$ cat src/rtl/core/spq_pkg.sv
// Shared types and constants for the sorted priority queue.
// No dependencies; every other file of the block imports this package.
package spq_pkg;

    localparam int SPQ_DEPTH  = 128;
    localparam int DATA_W     = 32;
    localparam int PRIO_W     = 16;

    typedef enum logic {
        REQ_ENQ = 1'b0,
        REQ_DEQ = 1'b1
    } spq_req_type_t;

    typedef enum logic [1:0] {
        ST_ENQUEUED = 2'd0,
        ST_FULL     = 2'd1,
        ST_DEQUEUED = 2'd2,
        ST_EMPTY    = 2'd3
    } spq_status_t;

    typedef struct packed {
        logic [PRIO_W-1:0]        prio;
        logic signed [DATA_W-1:0] data;
    } spq_entry_t;

    typedef struct packed {
        logic       enq;
        logic       deq;
        spq_entry_t item;
    } spq_cmd_t;

endpackage

$ cat src/rtl/core/spq_cell.sv
// One slot of the sorted chain: holds an entry and trades it with its neighbors.
// Depends on spq_pkg.
module spq_cell (
    input  logic               clk,
    input  spq_pkg::spq_cmd_t  cmd,
    input  logic               occupied,
    input  spq_pkg::spq_entry_t left_entry,
    input  logic               left_keep,
    input  spq_pkg::spq_entry_t right_entry,
    output spq_pkg::spq_entry_t entry,
    output logic               keep
);
    import spq_pkg::*;

    spq_entry_t entry_reg;
    spq_entry_t entry_next;

    // An entry stays ahead of a new one when its priority is not lower.
    assign keep  = occupied && (entry_reg.prio >= cmd.item.prio);
    assign entry = entry_reg;

    always_comb
    begin
        entry_next = entry_reg;
        if (cmd.enq)
        begin
            if (!keep)
            begin
                entry_next = left_keep ? cmd.item : left_entry;
            end
        end
        else if (cmd.deq)
        begin
            entry_next = right_entry;
        end
    end

    always_ff @(posedge clk)
    begin
        entry_reg <= entry_next;
    end

endmodule

$ cat config.mk
export PLATFORM = sky130hd
export DESIGN_NAME = spq_cell
export DESIGN_NICKNAME = d
export VERILOG_FILES = /design/src/rtl/core/spq_pkg.sv /design/src/rtl/core/spq_cell.sv
export SDC_FILE = /design/constraint.sdc
export NUM_CORES = 1
export LEC_CHECK = 0
export BUFFER_PORTS_ARGS = -buffer_cell sky130_fd_sc_hd__buf_2
export CORE_AREA = 2 2 88 90
export DETAILED_ROUTE_END_ITERATION = 16
export DIE_AREA = 0 0 90 92
export PLACE_DENSITY = 0.84
export RECOVER_POWER = 25
export SLEW_MARGIN = 20
export SYNTH_ARGS = -nofsm -noshare
export SYNTH_HDL_FRONTEND = slang
export SYNTH_SLANG_ARGS = --single-unit
$ cat constraint.sdc
create_clock -name clk -period 13.55 [get_ports clk]
set_input_delay 0.6775 -clock clk [delete_from_list [all_inputs] [get_ports clk]]
set_output_delay 0.6775 -clock clk [all_outputs]
set_load 0.005 [all_outputs]
==> run metrics <==
status completed; Pre-Repair DR Iteration Count 6; Initial Util 38.42%; Avg Cell Area, Syn 10.76 sq um; die area 8280 sq um; Ys Warns 0; path depth of the worst reg2reg path 7; WP data arrival 2.39 ns; Synth Instances 266; layout cells sized above 1 41.67%; worst vdd ir 0.04370 mV; Internal 0.2644 mW; CTS tree built; commonest cells after routing, fill and taps aside buf_2, a21oi_1, nor2_1, mux2i_1, edfxtp_1; vias in the first global route 2543; clock latency on the worst-skew pair 0.29 ns; WHS Path Cells 3; Logic pwr share 25.4%; DP Area 3940 sq um; Power Density 90.36 nW/um^2; root buffer cell clkbuf_8; setup bufs post-CTS 0; DP Wirelength 5834 microns; sw frac 26.66%; hold_sp right_entry[41]; Lkg Pwr 1.948 nW; RSZ-0062 raised after global routing no; first-pass GRT wire length 11270 microns; Avg Vias per Cell 4.747; Synth cell types 25; r2r startpoint entry[38]; die height 92 microns; Syn Std Cell Area 2861 sq um; Worst R2R End entry[35]; clock slew at reported path FFs 0.08 ns; final slew viol count 0; period utilisation layout 22.64%; GRT Residual Overflow 0; I/O pin cnt 198; WHS 0.7003 ns; NetSw 0.09613 mW; hold crit path type in -> reg; via count 2649; input/output buffers 197; antenna-violating nets left 0; FP Rows 32; GPL Wtd Cong 0.8364; max reg flops 48; ant diodes 0; CP endpoint kind output port; Crit Path Max Fanout 2; Clock Sinks 48; Slew headroom 41.21%; largest net degree at the start of global routing 97; GRT Overall Usage 16.97%; sequential element share of the synthesized area 50.37%; Avg WL per Cell 13.28 microns; Worst setup SP type primary input; Max Cap Viol 0; Post-CTS Hold Buffers 0; antenna violations before repair 0; Finished Cell Area 3990 sq um; fmax 326.0 MHz; clock skew 0.006644 ns; Resize count post-CTS 0; Final Hold Viols 0; die span in x 90 microns; worst-margin pin slew 0.8819 ns; R2R setup slack 10.74 ns; Critical Path RT 12.87 ns; layout net count 621; DRC Markers 0; Setup violations, final 0; most common cell after layout, fill and taps aside buf_2; Core Box Area 7447 sq um; clock buffer depth 2; WS Path Type in -> out; number of synthesized register bits 48; Syn Nets 431; routed wire length 7408 microns; hold endpoint entry[41]; part of the power in registers 52.5%; Layout area overhead 39.44%; H-Tree Depth 2; setup_tns 0 ns; number of buffers created by CTS 5; clock share of power 22.1%; DRT iter0 DRCs 86; Final min period 3.067 ns
## cells in the mapped netlist, drive strengths merged
library cell	n	area share [%]
a221oi	1	0.52
o21ai	1	0.17
a21oi	51	8.9
mux2i	48	17
clkbuf	11	1.4
a21o	1	0.31
buf	6	1.1
nor4	2	0.44
and2	1	0.22
nor3	2	0.35
nand2	3	0.39
nor2	50	6.6
or3b	1	0.31
ha	16	7.0
a2111oi	1	0.96
o21a	1	0.26
edfxtp	48	50
nand4	2	0.44
and3	1	0.39
o211ai	1	0.26
inv	16	2.1
a31oi	1	0.22
nand2b	1	0.48
## kinds of logic after synthesis
kind of cell	synth area share [%]
AOI/OAI and AO/OA	11.63
muxes	16.79
DFF	50.37
and+or+nand+nor	9.576
buffers and inverters	4.635
adders and majority gates	6.996
## layout make-up
class	count	area, sq um
clock inverter	1	5.005
clock buffer	6	72.57
tap	102	127.6
multi-input combinational	185	1303
sequential	48	1441
fill	689	3457
inverter	16	60.06
timing repair buffer	200	980.9
## worst max-delay path: stages
cell	delay, ns
buf_2	0.09
inv_1	0.05
ha_1	0.31
and3_4	0.20
a221oi_2	0.26
nor3_1	0.07
or3b_1	0.44
and2_1	0.19
buf_2	0.12
## worst max-delay path by stage
| stage | cells after the start | end | from |
|---|---|---|---|
| detailed placement | 8 | entry[16] | cmd[32] |
| CTS | 8 | keep | cmd[32] |
| global placement | 8 | entry[16] | cmd[32] |
| finish | 9 | keep | cmd[38] |
| floorplan | 7 | entry[0] | cmd[38] |
| global route | 9 | keep | cmd[38] |
## power by group through the flow
stage | Sequential, mW | Clock [mW] | Combinational [mW]
final | 0.189 | 0.0797 | 0.0916
after global routing | 0.191 | 0.0881 | 0.102
after CTS | 0.189 | 0.0833 | 0.0949
after detailed placement | 0.193 | 0 | 0.0945
after global placement | 0.192 | 0 | 0.0912
after floorplan | 0.196 | 0 | 0.0438
## metrics by stage
stage / total power [mW] / utilization (%) / cells / setup WS, ns
after global routing: 0.3808 / 53.58 / 558 / 10.40
after floorplan: 0.2395 / - / 266 / 8.726
final: 0.3606 / 53.58 / 558 / 10.48
after CTS: 0.3674 / 53.95 / 558 / 10.47
after detailed placement: 0.2871 / 52.91 / 551 / 10.33
after global placement: 0.2830 / 52.91 / 551 / 10.40
## layer usage
metal | vias up | routed length (microns) | GRT usage, %
li1 | 1343 | - | -
met1 | 1180 | 2817 | 18.14
met2 | 118 | 3926 | 32.21
met3 | 8 | 582 | 4.519
met4 | 0 | 81 | 5.769
met5 | - | 0 | 0
Note: power is estimated with default switching activity, not from simulation.
